$ cat config.mk
export PLATFORM = sky130hd
export DESIGN_NAME = bfa_ctrl
export DESIGN_NICKNAME = d
export VERILOG_FILES = /design/src/design/bfa_pkg.sv /design/src/design/bfa_ctrl.sv
export SDC_FILE = /design/constraint.sdc
export NUM_CORES = 1
export LEC_CHECK = 0
export ABC_AREA = 1
export BUFFER_PORTS_ARGS = -buffer_cell sky130_fd_sc_hd__buf_2
export CORE_AREA = 3 3 134 136
export CTS_CLUSTER_SIZE = 28
export DETAILED_ROUTE_END_ITERATION = 6
export DIE_AREA = 0 0 137 139
export PLACE_DENSITY = 0.78
export SKIP_LAST_GASP = 1
export SYNTH_ARGS = -nofsm -noshare
export SYNTH_HDL_FRONTEND = slang
export SYNTH_SLANG_ARGS = --single-unit
$ cat constraint.sdc
create_clock -name clk_i -period 3 [get_ports clk_i]
set_clock_uncertainty 0.2 [all_clocks]
set_input_delay 0.6 -clock clk_i [delete_from_list [all_inputs] [get_ports clk_i]]
set_output_delay 0.6 -clock clk_i [all_outputs]
set_load 0.03 [all_outputs]
$ cat src/design/bfa_pkg.sv
// ----------------------------------------------------------------------------
// Buddy frame allocator package
// Shared constants, result codes and the types that pass between the
// controller, the frame store and the top level.
// ----------------------------------------------------------------------------
package bfa_pkg;

  localparam int unsigned MAX_ORDER_DEF        = 10;
  localparam int unsigned FRAME_BYTES_LOG2_DEF = 12;

  // Fixed field widths of the request and response items.
  localparam int unsigned SIZE_W  = 23;
  localparam int unsigned FRAME_W = 10;
  localparam int unsigned ORDER_W = 4;

  typedef enum logic [1:0] {
    STS_OK     = 2'd0,
    STS_NOMEM  = 2'd1,
    STS_FREED  = 2'd2,
    STS_NOHEAD = 2'd3
  } status_e;

  // Per-frame state codes kept in the frame store.
  localparam logic [1:0] FS_FREE     = 2'd0;
  localparam logic [1:0] FS_ALLOC    = 2'd1;
  localparam logic [1:0] FS_INTERIOR = 2'd2;

  typedef struct packed {
    logic st_we;
    logic lk_we;
    logic hd_we;
    logic tl_we;
  } bfa_we_t;

  typedef struct packed {
    status_e              status;
    logic [FRAME_W-1:0]   frame;
    logic [ORDER_W-1:0]   order;
  } bfa_res_t;

endpackage

$ cat src/design/bfa_ctrl.sv
// ----------------------------------------------------------------------------
// Buddy allocator controller
// State machine that sequences the store clearing sweep, size search, list
// scans, splits, merges and list unlinking over the frame store.
// ----------------------------------------------------------------------------
module bfa_ctrl #(
  parameter int unsigned MAX_ORDER        = bfa_pkg::MAX_ORDER_DEF,
  parameter int unsigned FRAME_BYTES_LOG2 = bfa_pkg::FRAME_BYTES_LOG2_DEF
) (
  input  logic                              clk_i,
  input  logic                              rst_ni,
  input  logic                              req_valid_i,
  output logic                              req_ready_o,
  input  logic                              req_func_i,
  input  logic [bfa_pkg::SIZE_W-1:0]        req_size_i,
  input  logic [bfa_pkg::FRAME_W-1:0]       req_frame_i,
  output logic                              res_valid_o,
  input  logic                              res_ready_i,
  output bfa_pkg::bfa_res_t                 res_o,
  output bfa_pkg::bfa_we_t                  we_o,
  output logic [MAX_ORDER-1:0]              rd_addr_o,
  output logic [MAX_ORDER-1:0]              st_addr_o,
  output logic [1:0]                        st_state_o,
  output logic [$clog2(MAX_ORDER+2)-1:0]    st_order_o,
  output logic [MAX_ORDER-1:0]              lk_addr_o,
  output logic [MAX_ORDER:0]                lk_data_o,
  output logic [$clog2(MAX_ORDER+1)-1:0]    ls_idx_o,
  output logic [MAX_ORDER:0]                hd_data_o,
  output logic [MAX_ORDER:0]                tl_data_o,
  input  logic [1:0]                        st_state_i,
  input  logic [$clog2(MAX_ORDER+2)-1:0]    st_order_i,
  input  logic [MAX_ORDER:0]                lk_data_i,
  input  logic [MAX_ORDER:0]                hd_i,
  input  logic [MAX_ORDER:0]                tl_i
);
  import bfa_pkg::*;

  localparam int unsigned FW    = MAX_ORDER;
  localparam int unsigned NW    = MAX_ORDER + 1;
  localparam int unsigned OW    = $clog2(MAX_ORDER + 2);
  localparam int unsigned LW    = $clog2(MAX_ORDER + 1);
  localparam int unsigned THR_W = SIZE_W + 1;
  localparam logic [NW-1:0] NIL = {1'b1, {FW{1'b0}}};
  localparam logic [OW-1:0] OMAX = OW'(MAX_ORDER);

  typedef enum logic [4:0] {
    S_CLR, S_IDLE, S_A_SIZE, S_A_SCAN, S_A_LRD, S_A_POP, S_A_SPL, S_A_APP,
    S_A_FIN, S_F_RD, S_F_CHK, S_F_BRD, S_F_BCHK, S_R_WALK, S_R_WAIT, S_R_CLR,
    S_F_MRG, S_F_FIN, S_F_APP, S_DONE
  } state_e;

  state_e             state_q;
  logic [FW-1:0]      clr_q;
  logic [SIZE_W-1:0]  size_q;
  logic [THR_W-1:0]   thr_q;
  logic [OW-1:0]      want_q;
  logic [OW-1:0]      ord_q;
  logic [OW-1:0]      j_q;
  logic [FW-1:0]      f_q;
  logic [FW-1:0]      cur_q;
  logic [FW-1:0]      buddy_q;
  logic [NW-1:0]      prev_q;
  logic [NW-1:0]      walk_q;
  bfa_res_t           res_q;

  logic [OW-1:0]      j_m1;
  logic [FW-1:0]      half;
  logic [FW-1:0]      ord_bit;
  logic               req_fire;

  assign j_m1     = j_q - OW'(1);
  assign half     = f_q | (FW'(1) << j_m1);
  assign ord_bit  = FW'(1) << ord_q;
  assign req_fire = req_valid_i && req_ready_o;

  assign req_ready_o = (state_q == S_IDLE);
  assign res_valid_o = (state_q == S_DONE);
  assign res_o       = res_q;

  // Store commands decoded from the current state.
  always_comb begin
    we_o       = '0;
    rd_addr_o  = cur_q;
    st_addr_o  = cur_q;
    st_state_o = FS_FREE;
    st_order_o = ord_q;
    lk_addr_o  = cur_q;
    lk_data_o  = NIL;
    ls_idx_o   = ord_q[LW-1:0];
    hd_data_o  = NIL;
    tl_data_o  = NIL;
    unique case (state_q)
      S_CLR: begin
        we_o.st_we = 1'b1;
        we_o.lk_we = 1'b1;
        st_addr_o  = clr_q;
        lk_addr_o  = clr_q;
        st_state_o = (clr_q == '0) ? FS_FREE : FS_INTERIOR;
        st_order_o = (clr_q == '0) ? OMAX : '0;
      end
      S_A_LRD: rd_addr_o = f_q;
      S_A_POP: begin
        we_o.hd_we = 1'b1;
        we_o.tl_we = lk_data_i[FW];
        we_o.lk_we = 1'b1;
        hd_data_o  = lk_data_i;
        lk_addr_o  = f_q;
      end
      S_A_SPL: begin
        we_o.st_we = (j_q > want_q);
        we_o.lk_we = (j_q > want_q);
        st_addr_o  = half;
        st_order_o = j_m1;
        lk_addr_o  = half;
      end
      S_A_APP: begin
        ls_idx_o   = j_m1[LW-1:0];
        we_o.hd_we = hd_i[FW];
        we_o.tl_we = 1'b1;
        we_o.lk_we = !hd_i[FW] && !tl_i[FW];
        hd_data_o  = {1'b0, half};
        tl_data_o  = {1'b0, half};
        lk_addr_o  = tl_i[FW-1:0];
        lk_data_o  = {1'b0, half};
      end
      S_A_FIN: begin
        we_o.st_we = 1'b1;
        st_addr_o  = f_q;
        st_state_o = FS_ALLOC;
        st_order_o = want_q;
      end
      S_F_BRD: rd_addr_o = cur_q ^ ord_bit;
      S_R_WALK: rd_addr_o = walk_q[FW-1:0];
      S_R_WAIT: begin
        if (walk_q[FW-1:0] == buddy_q) begin
          we_o.hd_we = prev_q[FW];
          we_o.lk_we = !prev_q[FW];
          we_o.tl_we = (tl_i == {1'b0, buddy_q});
          hd_data_o  = lk_data_i;
          lk_addr_o  = prev_q[FW-1:0];
          lk_data_o  = lk_data_i;
          tl_data_o  = prev_q;
        end
      end
      S_R_CLR: begin
        we_o.lk_we = 1'b1;
        lk_addr_o  = buddy_q;
      end
      S_F_MRG: begin
        we_o.st_we = 1'b1;
        we_o.lk_we = 1'b1;
        st_addr_o  = cur_q | ord_bit;
        st_state_o = FS_INTERIOR;
        st_order_o = '0;
        lk_addr_o  = cur_q | ord_bit;
      end
      S_F_FIN: begin
        we_o.st_we = 1'b1;
        we_o.lk_we = 1'b1;
      end
      S_F_APP: begin
        we_o.hd_we = hd_i[FW];
        we_o.tl_we = 1'b1;
        we_o.lk_we = !hd_i[FW] && !tl_i[FW];
        hd_data_o  = {1'b0, cur_q};
        tl_data_o  = {1'b0, cur_q};
        lk_addr_o  = tl_i[FW-1:0];
        lk_data_o  = {1'b0, cur_q};
      end
      default: ;
    endcase
  end

  always_ff @(posedge clk_i or negedge rst_ni) begin
    if (!rst_ni) begin
      state_q <= S_CLR;
      clr_q   <= '0;
      size_q  <= '0;
      thr_q   <= '0;
      want_q  <= '0;
      ord_q   <= '0;
      j_q     <= '0;
      f_q     <= '0;
      cur_q   <= '0;
      buddy_q <= '0;
      prev_q  <= NIL;
      walk_q  <= NIL;
      res_q   <= '0;
    end else begin
      unique case (state_q)
        S_CLR: begin
          clr_q <= clr_q + FW'(1);
          if (&clr_q) begin
            state_q <= S_IDLE;
          end
        end
        S_IDLE: begin
          if (req_fire) begin
            if (!req_func_i) begin
              size_q  <= req_size_i;
              want_q  <= '0;
              thr_q   <= THR_W'(1) << FRAME_BYTES_LOG2;
              state_q <= S_A_SIZE;
            end else begin
              cur_q   <= FW'(req_frame_i);
              state_q <= S_F_RD;
            end
          end
        end
        S_A_SIZE: begin
          if (want_q > OMAX) begin
            res_q   <= '{status: STS_NOMEM, frame: '0, order: '0};
            state_q <= S_DONE;
          end else if (thr_q >= {1'b0, size_q}) begin
            ord_q   <= want_q;
            state_q <= S_A_SCAN;
          end else begin
            want_q <= want_q + OW'(1);
            thr_q  <= thr_q << 1;
          end
        end
        S_A_SCAN: begin
          if (ord_q > OMAX) begin
            res_q   <= '{status: STS_NOMEM, frame: '0, order: '0};
            state_q <= S_DONE;
          end else if (hd_i[FW]) begin
            ord_q <= ord_q + OW'(1);
          end else begin
            f_q     <= hd_i[FW-1:0];
            state_q <= S_A_LRD;
          end
        end
        S_A_LRD: state_q <= S_A_POP;
        S_A_POP: begin
          j_q     <= ord_q;
          state_q <= S_A_SPL;
        end
        S_A_SPL: state_q <= (j_q > want_q) ? S_A_APP : S_A_FIN;
        S_A_APP: begin
          j_q     <= j_m1;
          state_q <= S_A_SPL;
        end
        S_A_FIN: begin
          res_q   <= '{status: STS_OK, frame: FRAME_W'(f_q), order: ORDER_W'(want_q)};
          state_q <= S_DONE;
        end
        S_F_RD: state_q <= S_F_CHK;
        S_F_CHK: begin
          if (st_state_i == FS_FREE) begin
            res_q   <= '{status: STS_FREED, frame: '0, order: '0};
            state_q <= S_DONE;
          end else if (st_state_i != FS_ALLOC) begin
            res_q   <= '{status: STS_NOHEAD, frame: '0, order: '0};
            state_q <= S_DONE;
          end else begin
            ord_q   <= (st_order_i > OMAX) ? OMAX : st_order_i;
            state_q <= S_F_BRD;
          end
        end
        S_F_BRD: begin
          if (ord_q >= OMAX) begin
            state_q <= S_F_FIN;
          end else begin
            buddy_q <= cur_q ^ ord_bit;
            state_q <= S_F_BCHK;
          end
        end
        S_F_BCHK: begin
          if (st_state_i == FS_FREE && st_order_i == ord_q) begin
            prev_q  <= NIL;
            walk_q  <= hd_i;
            state_q <= S_R_WALK;
          end else begin
            state_q <= S_F_FIN;
          end
        end
        S_R_WALK: state_q <= walk_q[FW] ? S_F_MRG : S_R_WAIT;
        S_R_WAIT: begin
          if (walk_q[FW-1:0] == buddy_q) begin
            state_q <= S_R_CLR;
          end else begin
            prev_q  <= walk_q;
            walk_q  <= lk_data_i;
            state_q <= S_R_WALK;
          end
        end
        S_R_CLR: state_q <= S_F_MRG;
        S_F_MRG: begin
          cur_q   <= cur_q & ~ord_bit;
          ord_q   <= ord_q + OW'(1);
          state_q <= S_F_BRD;
        end
        S_F_FIN: state_q <= S_F_APP;
        S_F_APP: begin
          res_q   <= '{status: STS_OK, frame: FRAME_W'(cur_q), order: ORDER_W'(ord_q)};
          state_q <= S_DONE;
        end
        S_DONE: begin
          if (res_ready_i) begin
            state_q <= S_IDLE;
          end
        end
        default: state_q <= S_IDLE;
      endcase
    end
  end

  a_clr_busy: assert property (@(posedge clk_i) disable iff (!rst_ni)
    (state_q == S_CLR) |-> !req_ready_o)
    else $error("request accepted during store initialization");

  a_fire_busy: assert property (@(posedge clk_i) disable iff (!rst_ni)
    req_fire |=> !req_ready_o)
    else $error("second request taken while one is in progress");

  a_err_zero: assert property (@(posedge clk_i) disable iff (!rst_ni)
    (res_valid_o && res_o.status != STS_OK) |-> (res_o.frame == '0 && res_o.order == '0))
    else $error("error result carries nonzero frame or order");

  a_ok_order: assert property (@(posedge clk_i) disable iff (!rst_ni)
    (res_valid_o && res_o.status == STS_OK) |-> (res_o.order <= ORDER_W'(MAX_ORDER)))
    else $error("result order above the top order");

endmodule

==> impl_metrics.env <==
export IMPL_cts_buffers=17
export IMPL_drive_above_1_share_pct=30.78
export IMPL_p_leak_nw=6.787
export IMPL_power_density_mw_per_mm2=1096
export IMPL_yosysUniqueCellTypes=43
export IMPL_synth_seq_cells=130
export IMPL_fin_ws_ns=-0.09163
export IMPL_dieHeight_um=139
export IMPL_nets=1761
export IMPL_cts_max_level=4
export IMPL_cp_required_ns=2.20
export IMPL_synth_async_sr_flop_share_pct=100.0
export IMPL_design_core_area_mm2=0.01706
export IMPL_synthMuxAreaShare_pct=0
export IMPL_fin_crit_sh_pct=103.1
export IMPL_rows=48
export IMPL_path_cells="nor2_4 > buf_6 > nand2_4 > nor2_4 > buf_12 > nand2_1 > nand3_4 > or2_1 > clkbuf_4"
export IMPL_status="finished, violations left"
export IMPL_synth_area_leaders="dfrtp_1 (35%), nand2_1 (18%), o21ai_0 (7.1%)"
export IMPL_synth_largest_area_cell="dfrtp_1"
export IMPL_num_vias=11056
export IMPL_area_delta_synth_final_pct=39.72
export IMPL_tightest_slew_ns=0.7972
export IMPL_maxCapViolCount=0
export IMPL_synth_compound_area_share_pct=12.08
export IMPL_clock_fmax_mhz=323.5
export IMPL_netlist_area_leader_share_pct=34.59
export IMPL_grt_max_degree=66
export IMPL_dr_pass1_iters=6
export IMPL_portBuffers=171
export IMPL_crit_path_top_delay_cell="dfrtp_2"
export IMPL_start_util_pct=54.28
export IMPL_netlist_area_mm2=0.009259
export IMPL_syn_nets=1496
export IMPL_path_class="reg2out"
export IMPL_total_power_mw=14.18
export IMPL_hold_class="in2reg"
export IMPL_crit_fanout=5
export IMPL_synth_simple_gate_area_share_pct=34.45
export IMPL_hold_violations=0
export IMPL_path_common_cell="nor2_4"
export IMPL_drv_slew=0
export IMPL_first_global_vias=10024
export IMPL_synth_avg_cell_area_um2=6.763
export IMPL_critPathMaxStageDelay_ns=0.47
export IMPL_synth_top_family_by_area="simple AND/OR/NAND/NOR gates"
export IMPL_critPathTopFamily="simple AND/OR/NAND/NOR gates"
export IMPL_cts_tree="done"
export IMPL_cp_arrival_ns=2.29
export IMPL_ctsRootBufferMaster="clkbuf_16"
export IMPL_dp_slack_ns=0.08726
export IMPL_netlist_instances=1369
export IMPL_synth_commonest_cells="nand2_1 (438), inv_1 (155), o21ai_0 (132)"
export IMPL_slew_headroom_pct=46.80
export IMPL_gr_total_overflow=0
export IMPL_violations="negative setup slack"
export IMPL_grt_use_total_pct=37.96
export IMPL_remaining_drc_errors=0
export IMPL_fin_crit_ns=3.092
export IMPL_num_fill_cells=1318
export IMPL_end_kind="primary output"
export IMPL_diodes=0
export IMPL_clk_insertion_delay_late_ns=0.43
export IMPL_rsz0062_at_grt="true"
export IMPL_drtAntennaViolNets=0
export IMPL_ys_flop_type="dfrtp_1"
export IMPL_clockBufferDepth=2
export IMPL_io_pins=172
export IMPL_die_width_um=137
export IMPL_critPathLaunchType="flip-flop"
export IMPL_antenna_found_initial=1
export IMPL_ys_seq_area_share_pct=35.16
export IMPL_grt_pass1_wl_mm=55.22
export IMPL_drt_total_wl_mm=38.68
export IMPL_wl_per_cell_um=20.66
export IMPL_synth_enable_flop_cells=0
export IMPL_dp_hpwl_mm=27.89
export IMPL_cp_num_buf_inv=3
export IMPL_ys_warn_count=0
export IMPL_synth_xor_area_share_pct=2.176
export IMPL_via_per_inst=5.906
export IMPL_clock_sinks=130
export IMPL_drt_iter0_drc=1598
export IMPL_finalWeightedCongestion=1.081
export IMPL_synth_adder_area_share_pct=6.757
export IMPL_vdd_ir_drop_max_mv=0.7578
export IMPL_clk_pin_slew_ns=0.06
export IMPL_die_area_mm2=0.01904
export IMPL_post_synth_top_count_cell="nand2_1"
export IMPL_finalSetupViolCount=31
-- cell usage in the layout (no fill, tap or decap), types with 17 or more instances in the layout --
master,n
nand2_2,37
nor2_2,17
ha_1,37
buf_4,133
nor2_1,108
a21oi_1,19
dfrtp_1,121
nand2_1,398
nand3_2,24
clkbuf_16,20
buf_2,106
inv_1,143
nand3_1,104
buf_6,37
o21ai_0,106
-- layout make-up --
cell class / instances / area (um^2) / area share, %
clock inverters: 14 / 202.7 / 1.567
clock buffers: 18 / 429.2 / 3.318
repair buffers: 293 / 2231 / 17.25
inverters: 165 / 651.9 / 5.039
flip-flops and latches: 130 / 3264 / 25.23
well taps: 225 / 281.5 / 2.176
multi-input cells: 1027 / 5876 / 45.42
-- worst register-to-register path, delay by kind of cell (launching register included) --
family	cells	cell delay [ns]
DFF	1	0.44
and+or+nand+nor	7	1.15
buffers and inverters	3	0.68
AOI/OAI and AO/OA	1	0.11
-- cell families after synthesis --
kind of cell    Yosys count
compound gates          203
xor+xnor                 23
fa+ha+maj                50
buf+inv                 212
flops                   130
simple gates            751
-- metal layers --
layer | wire length (um) | GRT usage, %
met5 | 13 | 0
met3 | 4976 | 11.32
met2 | 16620 | 57.32
met4 | 1872 | 12.71
met1 | 15190 | 52.16
-- what timing repair did --
item                                    4_1_cts  5_1_grt
pin swaps                                    14       44
endpoints found under the setup margin       69       87
buffers inserted                             18       19
gates cloned                                  0        3
hold buffers                                  1        0
endpoints found under the hold margin        11        0
resized for setup                           120      245
-- state kept, by name (all words and copies together) (netlist names) --
name and cells:
state_q 5, clr_q 10, ord_q 4, j_q 4, buddy_q 10, size_q 23
want_q 4, res_o 16, walk_q 11, f_q 10, thr_q 12, cur_q 10
prev_q 11
-- metrics by stage --
stage / util (%) / instance area [um^2] / std cells / TNS (ns) / hold WS, ns
5_1_grt: 75.84 / 12940 / 1872 / -3.770 / 0.1756
3_5_place_dp: 63.37 / 10810 / 1799 / 0 / 0.2664
6_report: 75.84 / 12940 / 1872 / -1.282 / 0.1616
4_1_cts: 70.12 / 11960 / 1850 / -0.2591 / 0.1564
3_3_place_gp: 63.37 / 10810 / 1799 / -0.009800 / 0.2645
2_1_floorplan: - / 9259 / 1369 / 0 / 0.1044
-- final timing paths --
kind	cells after the start	slack, ns	from	to
max reg2reg	11	0.28	buddy_q[3]	walk_q[0]
min	3	0.16	req_size_i[1]	size_q[1]
min in group asynchronous	2	0.37	rst_ni	res_o[0]
min reg2reg	2	0.28	size_q[7]	size_q[7]
max	9	-0.09	state_q[1]	st_addr_o[4]
max in group asynchronous	3	1.59	rst_ni	ord_q[0]
-- where the power goes --
part           switching, mW  total [mW]  internal (mW)  leakage [nW]
Combinational           5.58        8.76           3.18          4.84
Clock                  0.876        2.28           1.40         0.306
Sequential             0.731        3.13           2.40          1.64
No activity file was read; power rests on OpenSTA's default activity.
